<file path="config.mk">
export PLATFORM = sky130hd
export DESIGN_NAME = mlfq_process_scheduler
export DESIGN_NICKNAME = d
export VERILOG_FILES = /design/src/rtl/mlfq_pkg.sv /design/src/rtl/mlfq_slot_table.sv /design/src/rtl/mlfq_queue.sv /design/src/rtl/mlfq_charge.sv /design/src/rtl/mlfq_process_scheduler.sv
export SDC_FILE = /design/constraint.sdc
export NUM_CORES = 2
export LEC_CHECK = 0
export ABC_CLOCK_PERIOD_IN_PS = 8300
export BUFFER_PORTS_ARGS = -buffer_cell sky130_fd_sc_hd__buf_2
export CAP_MARGIN = 20
export CORE_MARGIN = 1.5
export CORE_UTILIZATION = 35
export CTS_BUF_LIST = sky130_fd_sc_hd__clkbuf_8 sky130_fd_sc_hd__clkbuf_16
export CTS_CLUSTER_DIAMETER = 100
export DETAILED_ROUTE_END_ITERATION = 10
export PLACE_DENSITY_LB_ADDON = 0.15
export SYNTH_ARGS = -nofsm -noshare
export SYNTH_HDL_FRONTEND = slang
export SYNTH_SLANG_ARGS = --single-unit
</file>
<file path="constraint.sdc">
create_clock -name clk_i -period 8.3 [get_ports clk_i]
set_input_delay 0.83 -clock clk_i [delete_from_list [all_inputs] [get_ports clk_i]]
set_output_delay 0.83 -clock clk_i [all_outputs]
set_load 0.01 [all_outputs]
</file>
<file path="src/rtl/mlfq_pkg.sv">
// ----------------------------------------------------------------------------
// mlfq_pkg: shared types and constants of the feedback-queue scheduler
// Field widths, operation and status codes, and the constants of the
// charge arithmetic.
// ----------------------------------------------------------------------------
package mlfq_pkg;

  localparam int SLOTS     = 16;
  localparam int SLOT_W    = 4;
  localparam int LEVELS    = 4;
  localparam int LVL_W     = 2;
  localparam int CNT_W     = SLOT_W + 1;
  localparam int MAXACT_W  = 5;
  localparam int BASE_W    = 27;
  localparam int PCT_W     = 7;
  localparam int CHARGE_W  = 29;
  localparam int QUANT_W   = 29;
  localparam int CFG_IDX_W = 1;

  localparam logic [MAXACT_W-1:0] MAX_ACTIVE_RST   = 5'd16;
  localparam logic [BASE_W-1:0]   BASE_QUANTUM_RST = 27'd10000000;
  localparam logic [CHARGE_W-1:0] CHARGE_MAX       = 29'd400000000;
  localparam logic [PCT_W-1:0]    PCT_FULL         = 7'd100;

  // Reciprocal of 100 for values below 2^29, and for values below 10^4.
  localparam int              RECIP_W     = 31;
  localparam logic [30:0]     RECIP_100   = 31'd1374389535;
  localparam int              RECIP_SHIFT = 37;
  localparam logic [12:0]     FRAC_MUL    = 13'd5243;
  localparam int              FRAC_SHIFT  = 19;

  // Operation codes.
  localparam logic [1:0] FN_ADMIT    = 2'd0;
  localparam logic [1:0] FN_DISPATCH = 2'd1;
  localparam logic [1:0] FN_REPORT   = 2'd2;
  localparam logic [1:0] FN_UNBLOCK  = 2'd3;

  // Report outcomes.
  localparam logic [1:0] OC_DIED      = 2'd0;
  localparam logic [1:0] OC_USED_ALL  = 2'd1;
  localparam logic [1:0] OC_USED_SOME = 2'd2;
  localparam logic [1:0] OC_INVALID   = 2'd3;

  // Result status codes.
  localparam logic [2:0] ST_OK          = 3'd0;
  localparam logic [2:0] ST_NO_SLOT     = 3'd1;
  localparam logic [2:0] ST_EMPTY       = 3'd2;
  localparam logic [2:0] ST_BUSY        = 3'd3;
  localparam logic [2:0] ST_NOT_BLOCKED = 3'd4;

  // Queue levels with a fixed meaning.
  localparam logic [LVL_W-1:0] LVL_RT   = 2'd0;
  localparam logic [LVL_W-1:0] LVL_USER = 2'd1;
  localparam logic [LVL_W-1:0] LVL_MID  = 2'd2;

  // Configuration register indexes.
  localparam logic [CFG_IDX_W-1:0] CFG_MAX_ACTIVE   = 1'd0;
  localparam logic [CFG_IDX_W-1:0] CFG_BASE_QUANTUM = 1'd1;

  typedef struct packed {
    logic [1:0]        func;
    logic              real_time;
    logic [1:0]        outcome;
    logic [PCT_W-1:0]  used_pct;
    logic [SLOT_W-1:0] target_slot;
  } cmd_t;

  typedef struct packed {
    logic [2:0]          status;
    logic [SLOT_W-1:0]   slot;
    logic [LVL_W-1:0]    level;
    logic [CHARGE_W-1:0] charge_ns;
  } result_t;

  typedef struct packed {
    logic             rt;
    logic [LVL_W-1:0] lvl;
  } slot_info_t;

  typedef struct packed {
    logic              info_we;
    slot_info_t        info;
    logic              set_taken;
    logic              clr_taken;
    logic              set_blocked;
    logic              clr_blocked;
    logic [SLOT_W-1:0] idx;
  } slot_upd_t;

  typedef struct packed {
    logic              valid;
    logic [LVL_W-1:0]  lvl;
    logic [SLOT_W-1:0] slot;
  } q_push_t;

endpackage

</file>
<file path="src/rtl/mlfq_slot_table.sv">
// ----------------------------------------------------------------------------
// mlfq_slot_table: per-slot state of the scheduler
// Holds the taken and blocked flags in flip-flops, the class and level of
// each slot in a synchronous memory, and finds the lowest free slot.
// ----------------------------------------------------------------------------
module mlfq_slot_table import mlfq_pkg::*; (
  input  logic              clk_i,
  input  logic              rst_ni,
  input  logic              rd_en_i,
  input  logic [SLOT_W-1:0] rd_idx_i,
  output slot_info_t        rd_info_o,
  input  slot_upd_t         upd_i,
  output logic [SLOTS-1:0]  taken_o,
  output logic [SLOTS-1:0]  blocked_o,
  output logic              free_found_o,
  output logic [SLOT_W-1:0] free_idx_o
);

  slot_info_t       info_mem [SLOTS];
  slot_info_t       rd_info_q;
  logic [SLOTS-1:0] taken_q;
  logic [SLOTS-1:0] blocked_q;

  always_ff @(posedge clk_i) begin
    if (upd_i.info_we) begin
      info_mem[upd_i.idx] <= upd_i.info;
    end
    if (rd_en_i) begin
      rd_info_q <= info_mem[rd_idx_i];
    end
  end

  always_ff @(posedge clk_i or negedge rst_ni) begin
    if (!rst_ni) begin
      taken_q   <= '0;
      blocked_q <= '0;
    end else begin
      if (upd_i.set_taken)   taken_q[upd_i.idx]   <= 1'b1;
      if (upd_i.clr_taken)   taken_q[upd_i.idx]   <= 1'b0;
      if (upd_i.set_blocked) blocked_q[upd_i.idx] <= 1'b1;
      if (upd_i.clr_blocked) blocked_q[upd_i.idx] <= 1'b0;
    end
  end

  // Lowest free slot wins.
  always_comb begin
    free_found_o = 1'b0;
    free_idx_o   = '0;
    for (int i = SLOTS - 1; i >= 0; i--) begin
      if (!taken_q[i]) begin
        free_found_o = 1'b1;
        free_idx_o   = SLOT_W'(i);
      end
    end
  end

  assign rd_info_o = rd_info_q;
  assign taken_o   = taken_q;
  assign blocked_o = blocked_q;

endmodule

</file>
<file path="src/rtl/mlfq_queue.sv">
// ----------------------------------------------------------------------------
// mlfq_queue: the four ready queues
// Ring buffers of slot numbers in one synchronous memory, one region per
// level, with head, tail and fill count per level in flip-flops.
// ----------------------------------------------------------------------------
module mlfq_queue import mlfq_pkg::*; (
  input  logic              clk_i,
  input  logic              rst_ni,
  input  logic              pop_i,
  input  q_push_t           push_i,
  output logic              nonempty_o,
  output logic [LVL_W-1:0]  pop_lvl_o,
  output logic [SLOT_W-1:0] pop_slot_o
);

  logic [SLOT_W-1:0] ring_mem [LEVELS * SLOTS];
  logic [SLOT_W-1:0] pop_slot_q;
  logic [SLOT_W-1:0] head_q [LEVELS];
  logic [SLOT_W-1:0] tail_q [LEVELS];
  logic [CNT_W-1:0]  cnt_q  [LEVELS];
  logic              push_ok;

  // Lowest nonempty level is served first.
  always_comb begin
    nonempty_o = 1'b0;
    pop_lvl_o  = '0;
    for (int l = LEVELS - 1; l >= 0; l--) begin
      if (cnt_q[l] != '0) begin
        nonempty_o = 1'b1;
        pop_lvl_o  = LVL_W'(l);
      end
    end
  end

  // A full queue drops the push; with one queue entry per slot it never fills.
  assign push_ok = push_i.valid && (cnt_q[push_i.lvl] < CNT_W'(SLOTS));

  always_ff @(posedge clk_i) begin
    if (push_ok) begin
      ring_mem[{push_i.lvl, tail_q[push_i.lvl]}] <= push_i.slot;
    end
    if (pop_i) begin
      pop_slot_q <= ring_mem[{pop_lvl_o, head_q[pop_lvl_o]}];
    end
  end

  always_ff @(posedge clk_i or negedge rst_ni) begin
    if (!rst_ni) begin
      for (int l = 0; l < LEVELS; l++) begin
        head_q[l] <= '0;
        tail_q[l] <= '0;
        cnt_q[l]  <= '0;
      end
    end else begin
      for (int l = 0; l < LEVELS; l++) begin
        if (pop_i && (pop_lvl_o == LVL_W'(l))) begin
          head_q[l] <= head_q[l] + SLOT_W'(1);
          cnt_q[l]  <= cnt_q[l] - CNT_W'(1);
        end else if (push_ok && (push_i.lvl == LVL_W'(l))) begin
          tail_q[l] <= tail_q[l] + SLOT_W'(1);
          cnt_q[l]  <= cnt_q[l] + CNT_W'(1);
        end
      end
    end
  end

  assign pop_slot_o = pop_slot_q;

endmodule

</file>
<file path="src/rtl/mlfq_charge.sv">
// ----------------------------------------------------------------------------
// mlfq_charge: CPU time charge of a report
// Computes base*(level+1)*pct/100, or the full quantum, saturated, in a
// four-stage multiply pipeline; the division by 100 uses reciprocals.
// ----------------------------------------------------------------------------
module mlfq_charge import mlfq_pkg::*; (
  input  logic                clk_i,
  input  logic                rst_ni,
  input  logic                start_i,
  input  logic [BASE_W-1:0]   base_i,
  input  logic [LVL_W-1:0]    lvl_i,
  input  logic [PCT_W-1:0]    pct_i,
  input  logic                full_i,
  output logic                done_o,
  output logic [CHARGE_W-1:0] charge_o
);

  localparam int PROD_W = QUANT_W + RECIP_W;
  localparam int A_W    = PROD_W - RECIP_SHIFT;
  localparam int AP_W   = QUANT_W + 1;
  localparam int RP_W   = 2 * PCT_W;
  localparam int FP_W   = RP_W + 13;

  logic [3:0]          vld_q;
  logic [QUANT_W-1:0]  quant_q;
  logic [PCT_W-1:0]    pct_q;
  logic                full_q;
  logic [PCT_W-1:0]    pct_clamp;
  logic [LVL_W:0]      lvl_plus;
  logic [PROD_W-1:0]   recip_prod;
  logic [A_W-1:0]      hund_q;
  logic [AP_W-1:0]     hund_pct_q;
  logic [PCT_W-1:0]    rem_q;
  logic [RP_W-1:0]     rem_pct_q;
  logic [FP_W-1:0]     frac_prod;
  logic [AP_W-1:0]     sum;
  logic [AP_W-1:0]     cand;

  assign pct_clamp  = (pct_i > PCT_FULL) ? PCT_FULL : pct_i;
  assign lvl_plus   = {1'b0, lvl_i} + (LVL_W + 1)'(1);
  assign recip_prod = PROD_W'(quant_q) * PROD_W'(RECIP_100);

  always_ff @(posedge clk_i or negedge rst_ni) begin
    if (!rst_ni) begin
      vld_q <= '0;
    end else begin
      vld_q <= {vld_q[2:0], start_i};
    end
  end

  always_ff @(posedge clk_i) begin
    if (start_i) begin
      quant_q <= QUANT_W'(base_i) * QUANT_W'(lvl_plus);
      pct_q   <= pct_clamp;
      full_q  <= full_i;
    end
    // quotient and remainder of the quantum by 100, then each times pct
    hund_q     <= recip_prod[RECIP_SHIFT +: A_W];
    hund_pct_q <= AP_W'(hund_q) * AP_W'(pct_q);
    rem_q      <= PCT_W'(quant_q - QUANT_W'(hund_q) * QUANT_W'(PCT_FULL));
    rem_pct_q  <= RP_W'(rem_q) * RP_W'(pct_q);
  end

  assign frac_prod = FP_W'(rem_pct_q) * FP_W'(FRAC_MUL);
  assign sum       = hund_pct_q + AP_W'(frac_prod[FRAC_SHIFT +: PCT_W]);
  assign cand      = full_q ? AP_W'(quant_q) : sum;
  assign charge_o  = (cand > AP_W'(CHARGE_MAX)) ? CHARGE_MAX : cand[CHARGE_W-1:0];
  assign done_o    = vld_q[3];

endmodule

</file>
<file path="src/rtl/mlfq_process_scheduler.sv">
// ----------------------------------------------------------------------------
// mlfq_process_scheduler: four-level feedback-queue process scheduler
// Admits, dispatches, settles and unblocks process slots over four ready
// queues and charges CPU time on each report.
// ----------------------------------------------------------------------------
// Usage. A command on cmd_i transfers at a rising edge where start_i is high
// and busy_o is low. Every command gives exactly one result on result_o,
// marked by result_valid_o for a single cycle; the receiver cannot stall and
// must take it in that cycle. busy_o falls in the cycle that shows the
// result, so the next command may be started in that very cycle.
// Sequence. Admit, dispatch and unblock read the slot memory or the queue
// memory at the transfer, decide in the execute cycle and register their
// result. A report also runs the charge pipeline (quantum multiply,
// reciprocal divide by 100 and the two percentage products) before its
// result shows.
// Configuration. cfg_we_i writes register cfg_idx_i (0 max_active,
// 1 base_quantum_ns) from cfg_wdata_i at once; write only while idle.
// Reset. rst_ni clears all flags, queue pointers, counts and the running
// slot and restores the register defaults; the memories need no clearing,
// since an entry is always written before its value is used.
// ----------------------------------------------------------------------------
module mlfq_process_scheduler import mlfq_pkg::*; (
  input  logic                 clk_i,
  input  logic                 rst_ni,
  input  logic                 start_i,
  output logic                 busy_o,
  input  cmd_t                 cmd_i,
  output logic                 result_valid_o,
  output result_t              result_o,
  input  logic                 cfg_we_i,
  input  logic [CFG_IDX_W-1:0] cfg_idx_i,
  input  logic [BASE_W-1:0]    cfg_wdata_i
);

  localparam logic [1:0] S_IDLE   = 2'd0;
  localparam logic [1:0] S_EXEC   = 2'd1;
  localparam logic [1:0] S_CHARGE = 2'd2;

  logic [1:0]          state_q, state_d;
  cmd_t                cmd_q;
  logic                pop_q;
  logic [LVL_W-1:0]    disp_lvl_q;
  logic [MAXACT_W-1:0] max_active_q;
  logic [BASE_W-1:0]   base_q;
  logic                running_valid_q, running_valid_d;
  logic [SLOT_W-1:0]   running_slot_q, running_slot_d;
  logic [MAXACT_W-1:0] active_q, active_d;
  result_t             result_q, result_d;
  logic                result_valid_q, result_valid_d;

  logic                accept;
  logic                pop;
  logic [SLOT_W-1:0]   rd_idx;
  slot_info_t          rd_info;
  logic [SLOTS-1:0]    taken;
  logic [SLOTS-1:0]    blocked;
  logic                free_found;
  logic [SLOT_W-1:0]   free_idx;
  logic                nonempty;
  logic [LVL_W-1:0]    pop_lvl;
  logic [SLOT_W-1:0]   pop_slot;
  slot_upd_t           upd;
  q_push_t             push;
  logic                chg_start;
  logic                chg_full;
  logic                chg_done;
  logic [CHARGE_W-1:0] chg_charge;
  logic [LVL_W-1:0]    class_lvl;
  logic [LVL_W-1:0]    demote_lvl;

  assign accept = start_i && (state_q == S_IDLE);

  // A dispatch pops at transfer time when it is sure to succeed, so the
  // queue memory has the slot ready in the execute cycle.
  assign pop    = accept && (cmd_i.func == FN_DISPATCH) && !running_valid_q && nonempty;
  assign rd_idx = (cmd_i.func == FN_REPORT) ? running_slot_q : cmd_i.target_slot;

  mlfq_slot_table u_slot_table (
    .clk_i        (clk_i),
    .rst_ni       (rst_ni),
    .rd_en_i      (accept),
    .rd_idx_i     (rd_idx),
    .rd_info_o    (rd_info),
    .upd_i        (upd),
    .taken_o      (taken),
    .blocked_o    (blocked),
    .free_found_o (free_found),
    .free_idx_o   (free_idx)
  );

  mlfq_queue u_queue (
    .clk_i      (clk_i),
    .rst_ni     (rst_ni),
    .pop_i      (pop),
    .push_i     (push),
    .nonempty_o (nonempty),
    .pop_lvl_o  (pop_lvl),
    .pop_slot_o (pop_slot)
  );

  mlfq_charge u_charge (
    .clk_i    (clk_i),
    .rst_ni   (rst_ni),
    .start_i  (chg_start),
    .base_i   (base_q),
    .lvl_i    (rd_info.lvl),
    .pct_i    (cmd_q.used_pct),
    .full_i   (chg_full),
    .done_o   (chg_done),
    .charge_o (chg_charge)
  );

  // The admit class decides the level for admit; for unblock it comes from
  // the stored class. A slot that used its whole quantum sinks one level,
  // except from the real-time level and from the bottom level.
  assign class_lvl  = ((cmd_q.func == FN_ADMIT) ? cmd_q.real_time : rd_info.rt)
                      ? LVL_RT : LVL_USER;
  assign demote_lvl = (rd_info.lvl == LVL_USER || rd_info.lvl == LVL_MID)
                      ? rd_info.lvl + LVL_W'(1) : rd_info.lvl;

  always_comb begin
    state_d         = state_q;
    running_valid_d = running_valid_q;
    running_slot_d  = running_slot_q;
    active_d        = active_q;
    result_d        = result_q;
    result_valid_d  = 1'b0;
    upd             = '0;
    push            = '0;
    chg_start       = 1'b0;
    chg_full        = 1'b0;

    unique case (state_q)
      S_IDLE: begin
        if (start_i) begin
          state_d = S_EXEC;
        end
      end
      S_EXEC: begin
        result_d       = '0;
        result_valid_d = 1'b1;
        state_d        = S_IDLE;
        unique case (cmd_q.func)
          FN_ADMIT: begin
            if ((active_q < max_active_q) && free_found) begin
              upd.info_we     = 1'b1;
              upd.info.rt     = cmd_q.real_time;
              upd.info.lvl    = class_lvl;
              upd.set_taken   = 1'b1;
              upd.clr_blocked = 1'b1;
              upd.idx         = free_idx;
              push.valid      = 1'b1;
              push.lvl        = class_lvl;
              push.slot       = free_idx;
              active_d        = active_q + MAXACT_W'(1);
              result_d.slot   = free_idx;
              result_d.level  = class_lvl;
            end else begin
              result_d.status = ST_NO_SLOT;
            end
          end
          FN_DISPATCH: begin
            if (running_valid_q) begin
              result_d.status = ST_BUSY;
            end else if (!pop_q) begin
              result_d.status = ST_EMPTY;
            end else begin
              running_valid_d = 1'b1;
              running_slot_d  = pop_slot;
              result_d.slot   = pop_slot;
              result_d.level  = disp_lvl_q;
            end
          end
          FN_REPORT: begin
            if (!running_valid_q || (cmd_q.outcome == OC_INVALID)) begin
              result_d.status = ST_BUSY;
            end else begin
              // The result waits for the charge pipeline.
              result_valid_d  = 1'b0;
              state_d         = S_CHARGE;
              chg_start       = 1'b1;
              running_valid_d = 1'b0;
              upd.idx         = running_slot_q;
              result_d.slot   = running_slot_q;
              result_d.level  = rd_info.lvl;
              unique case (cmd_q.outcome)
                OC_DIED: begin
                  upd.clr_taken   = 1'b1;
                  upd.clr_blocked = 1'b1;
                  if (active_q != '0) begin
                    active_d = active_q - MAXACT_W'(1);
                  end
                end
                OC_USED_ALL: begin
                  chg_full       = 1'b1;
                  upd.info_we    = 1'b1;
                  upd.info.rt    = rd_info.rt;
                  upd.info.lvl   = demote_lvl;
                  push.valid     = 1'b1;
                  push.lvl       = demote_lvl;
                  push.slot      = running_slot_q;
                  result_d.level = demote_lvl;
                end
                OC_USED_SOME: begin
                  upd.set_blocked = 1'b1;
                end
                default: begin
                end
              endcase
            end
          end
          FN_UNBLOCK: begin
            if (taken[cmd_q.target_slot] && blocked[cmd_q.target_slot]) begin
              upd.info_we     = 1'b1;
              upd.info.rt     = rd_info.rt;
              upd.info.lvl    = class_lvl;
              upd.clr_blocked = 1'b1;
              upd.idx         = cmd_q.target_slot;
              push.valid      = 1'b1;
              push.lvl        = class_lvl;
              push.slot       = cmd_q.target_slot;
              result_d.slot   = cmd_q.target_slot;
              result_d.level  = class_lvl;
            end else begin
              result_d.status = ST_NOT_BLOCKED;
            end
          end
          default: begin
          end
        endcase
      end
      S_CHARGE: begin
        if (chg_done) begin
          result_d.charge_ns = chg_charge;
          result_valid_d     = 1'b1;
          state_d            = S_IDLE;
        end
      end
      default: begin
        state_d = S_IDLE;
      end
    endcase
  end

  always_ff @(posedge clk_i or negedge rst_ni) begin
    if (!rst_ni) begin
      state_q         <= S_IDLE;
      pop_q           <= 1'b0;
      running_valid_q <= 1'b0;
      running_slot_q  <= '0;
      active_q        <= '0;
      result_valid_q  <= 1'b0;
      result_q        <= '0;
      max_active_q    <= MAX_ACTIVE_RST;
      base_q          <= BASE_QUANTUM_RST;
    end else begin
      state_q         <= state_d;
      running_valid_q <= running_valid_d;
      running_slot_q  <= running_slot_d;
      active_q        <= active_d;
      result_valid_q  <= result_valid_d;
      result_q        <= result_d;
      if (accept) begin
        pop_q <= pop;
      end
      if (cfg_we_i) begin
        unique case (cfg_idx_i)
          CFG_MAX_ACTIVE:   max_active_q <= cfg_wdata_i[MAXACT_W-1:0];
          CFG_BASE_QUANTUM: base_q       <= cfg_wdata_i;
          default: begin
          end
        endcase
      end
    end
  end

  // Command fields and the popped level are payload and need no reset.
  always_ff @(posedge clk_i) begin
    if (accept) begin
      cmd_q      <= cmd_i;
      disp_lvl_q <= pop_lvl;
    end
  end

  assign busy_o         = (state_q != S_IDLE);
  assign result_valid_o = result_valid_q;
  assign result_o       = result_q;

endmodule

</file>
==> results by group <==
Yosys
  • Post-synth EDFFs: 366
  • Mapped Cells: 4,770
  • Yosys warns: 0
  • Post-synthesis sequential area ratio: 33.0%
  • Synth unique cells: 91
  • Yosys reg bits: 612
  • Asr flop ratio synth: 28.1%
  • Top_reg_cell synth: edfxtp_1
  • Syn Area/Cell: between 10 and 15 sq um
  • Post-Syn Area: 50,900 sq um
  • Net count after synthesis: 5,959

STA
  • RSZ-0062 raised after global routing: no
  • Final setup viols: 0
  • Fin. Hold Viols: 0
  • Fin crit share: 94.9%
  • Final Max Tran Viols: 0
  • Slew HR: 27.1%
  • Clock skew: between 0.02 and 0.03 ns
  • Max Freq: 0.127 GHz
  • Worst slew pin tran: approximately 1.1 ns
  • Post-layout min period: 7.88 ns
  • Setup ws final: 0.420 ns

Detailed routing
  • Initial DRC count: 2,100
  • Final wirelength: 141,000 um
  • Post-route ant nets: 0
  • Vias per inst: slightly below 5
  • DRC: 0
  • TritonRoute pass-1 iters: 6
  • Routed length per instance: 20.4 um
  • Vias: 33,900

Critical path
  • CP arrival: 8.44 ns
  • Worst EP required: 8.86 ns
  • CP startpoint kind: register
  • Critical path class: register to register
  • Crit Path Max Fanout: 16
  • CP most frequent cell: inv_1
  • Critical Path End Type: register
  • Max stage delay cell, worst path: fa_1
  • Slowest stage delay, CP: 0.53 ns

Final layout
  • Share of cells above drive strength 1: 8.72%
  • P&R area growth vs syn: 11.5%
  • Most common cell after layout, fill and taps aside: inv_1
  • Most frequent cells in the layout: inv_1, ha_1, fa_1
  • Post-Layout Inst Area: ~57,000 sq um
  • Finished Core Util: between 30 and 40%
  • Final Net Count: between 6,000 and 7,000

Placed design
  • DP Worst Slack: -0.0513 ns
  • Final HPWL DP: 111,000 um
  • DP Area: ~54,000 sq um
  • GPL Wtd Cong: 0.863
  • Number of port buffers: 87

Clocking
  • TritonCTS Sinks: around 610
  • CTS root buf: clkbuf_16
  • CTS tree: done
  • Clock Latency Late Sink: around 0.68 ns
  • CTS HTree Levels: 3
  • CTS Buffer Depth: 3
  • Num CTS Buffers: 75
  • Reg clk slew, reported paths: 0.06 ns

Global routing
  • Global-route wire length before repair: 220,000 um
  • Vias in the first global route: 35,900
  • Total gr overflow: 0
  • Initial antenna violation count: 5
  • Total GRT Usage: 19.6%
  • Largest net degree at the start of global routing: 129

Floorplanning
  • Die height: about 380 um
  • Rows: 139
  • IO Count: 88
  • DIE WIDTH: slightly below 400 um
  • Die ar.: around 150,000 sq um
  • Core box area: 144,000 sq um
  • Starting density of the core: between 30 and 40%

Worst hold path
  • Min-Delay Path Class: input port to async pin

Run
  • Max cap viols: 0

Status
  • Outcome: finished clean
[final cells by class]
type | count | area [sq um]
diodes | 2 | 5.00
clock buffers | 87 | 2090
clock inverters | 53 | 423
fillers | 14300 | 87200
inverters | 879 | 3300
multi-input cells | 3158 | 30400
flip-flops and latches | 612 | 16800
well taps | 1903 | 2380
repair buffers | 198 | 1330
[routing by layer]
layer	wire length, um	up-vias	track usage [%]
li1	-	16100	-
met5	0	-	0
met4	2740	0	4.49
met1	68800	16900	29.0
met3	6270	142	2.33
met2	62800	669	30.5
[synth_stat cells, drive strengths merged (73+ instances only)]
cell type | n | area (sq um)
a21oi | 210 | 1070
dfrtp | 163 | 4080
edfxtp | 366 | 11000
fa | 543 | 10900
clkbuf | 73 | 274
xnor2 | 122 | 1070
a211oi | 92 | 696
inv | 879 | 3300
o21ai | 90 | 450
and2 | 154 | 963
nor2 | 222 | 843
nand2 | 508 | 1910
dfxtp | 74 | 1480
ha | 598 | 7480
[logic make-up (layout without fill, tap and decap cells)]
group	Yosys count	in the layout	share of synthesized area [%]
AND/OR/NAND/NOR	1100	1101	9.99
flip-flops	612	612	33.0
XOR/XNOR	158	158	2.72
AO/OA/AOI/OAI	684	684	8.84
multiplexers	74	74	1.91
buffers and inverters	1001	1217	7.53
other	0	2	0
adder cells (fa/ha/maj)	1141	1141	36.0
[final timing paths]
| path | startpoint | end | cells after the start | slack [ns] |
|---|---|---|---|---|
| worst max-delay path | u_charge.rem_pct_q[2]$_DFF_P_ | result_o[5]$_DFFE_PN0P_ | 35 | 0.42 |
| worst min-delay path | rst_ni | u_slot_table.blocked_o[11]$_DFF_PN0_ | 1 | 0.19 |
| worst max register to register | u_charge.rem_pct_q[2]$_DFF_P_ | result_o[5]$_DFFE_PN0P_ | 35 | 0.42 |
| worst min register to register | u_charge.vld_q[2]$_DFF_PN0_ | u_charge.vld_q[3]$_DFF_PN0_ | 0 | 0.35 |
| max in group asynchronous | rst_ni | result_o[10]$_DFFE_PN0P_ | 2 | 6.79 |
| min in group clk_i | cmd_i[7] | cmd_q[7]$_DFFE_PP_ | 1 | 0.33 |
[registers in the layout, summed over array words and instances (netlist names), 4 cells and up, named ones only]
register / count
u_charge.quant_q: 29
u_slot_table.info_mem: 48
u_queue.pop_slot_o: 4
u_charge.hund_q: 23
cmd_q: 16
u_charge.rem_q: 7
base_q: 27
u_charge.rem_pct_q: 14
u_queue.ring_mem: 256
u_charge.pct_q: 7
u_queue.tail_q: 16
u_charge.vld_q: 4
u_queue.cnt_q: 20
running_slot_q: 4
u_queue.head_q: 16
active_q: 5
result_o: 38
max_active_q: 5
u_slot_table.blocked_o: 16
u_charge.hund_pct_q: 30
[what timing repair did]
item,in CTS,in global routing
gates cloned,0,1
hold buffers,0,0
endpoints found under the hold margin,0,0
endpoints found under the setup margin,16,28
setup buffers,1,1
resized for setup,0,13
pin swaps,1,2
[through the flow]
stage / TNS [ns] / cells / hold slack, ns
2_1_floorplan: 0 / 4770 / 0.331
3_3_place_gp: 0 / 6746 / 0.333
3_5_place_dp: -0.707 / 6746 / 0.344
4_1_cts: 0 / 6887 / 0.180
5_1_grt: 0 / 6890 / 0.226
6_report: 0 / 6892 / 0.187
[critical path: cells and delay by family (launching register included)]
kind / cells / cell delay [ns]
muxes: 1 / 0.28
xor gates and xnor gates: 1 / 0.17
AOI/OAI and AO/OA: 14 / 2.45
and+or+nand+nor: 5 / 1.31
adders and majority gates: 7 / 2.58
DFF: 1 / 0.34
buffers and inverters: 7 / 0.59
Power is not shown: default switching activity piles up to over one toggle a cycle in this logic, so the estimate is an artifact.
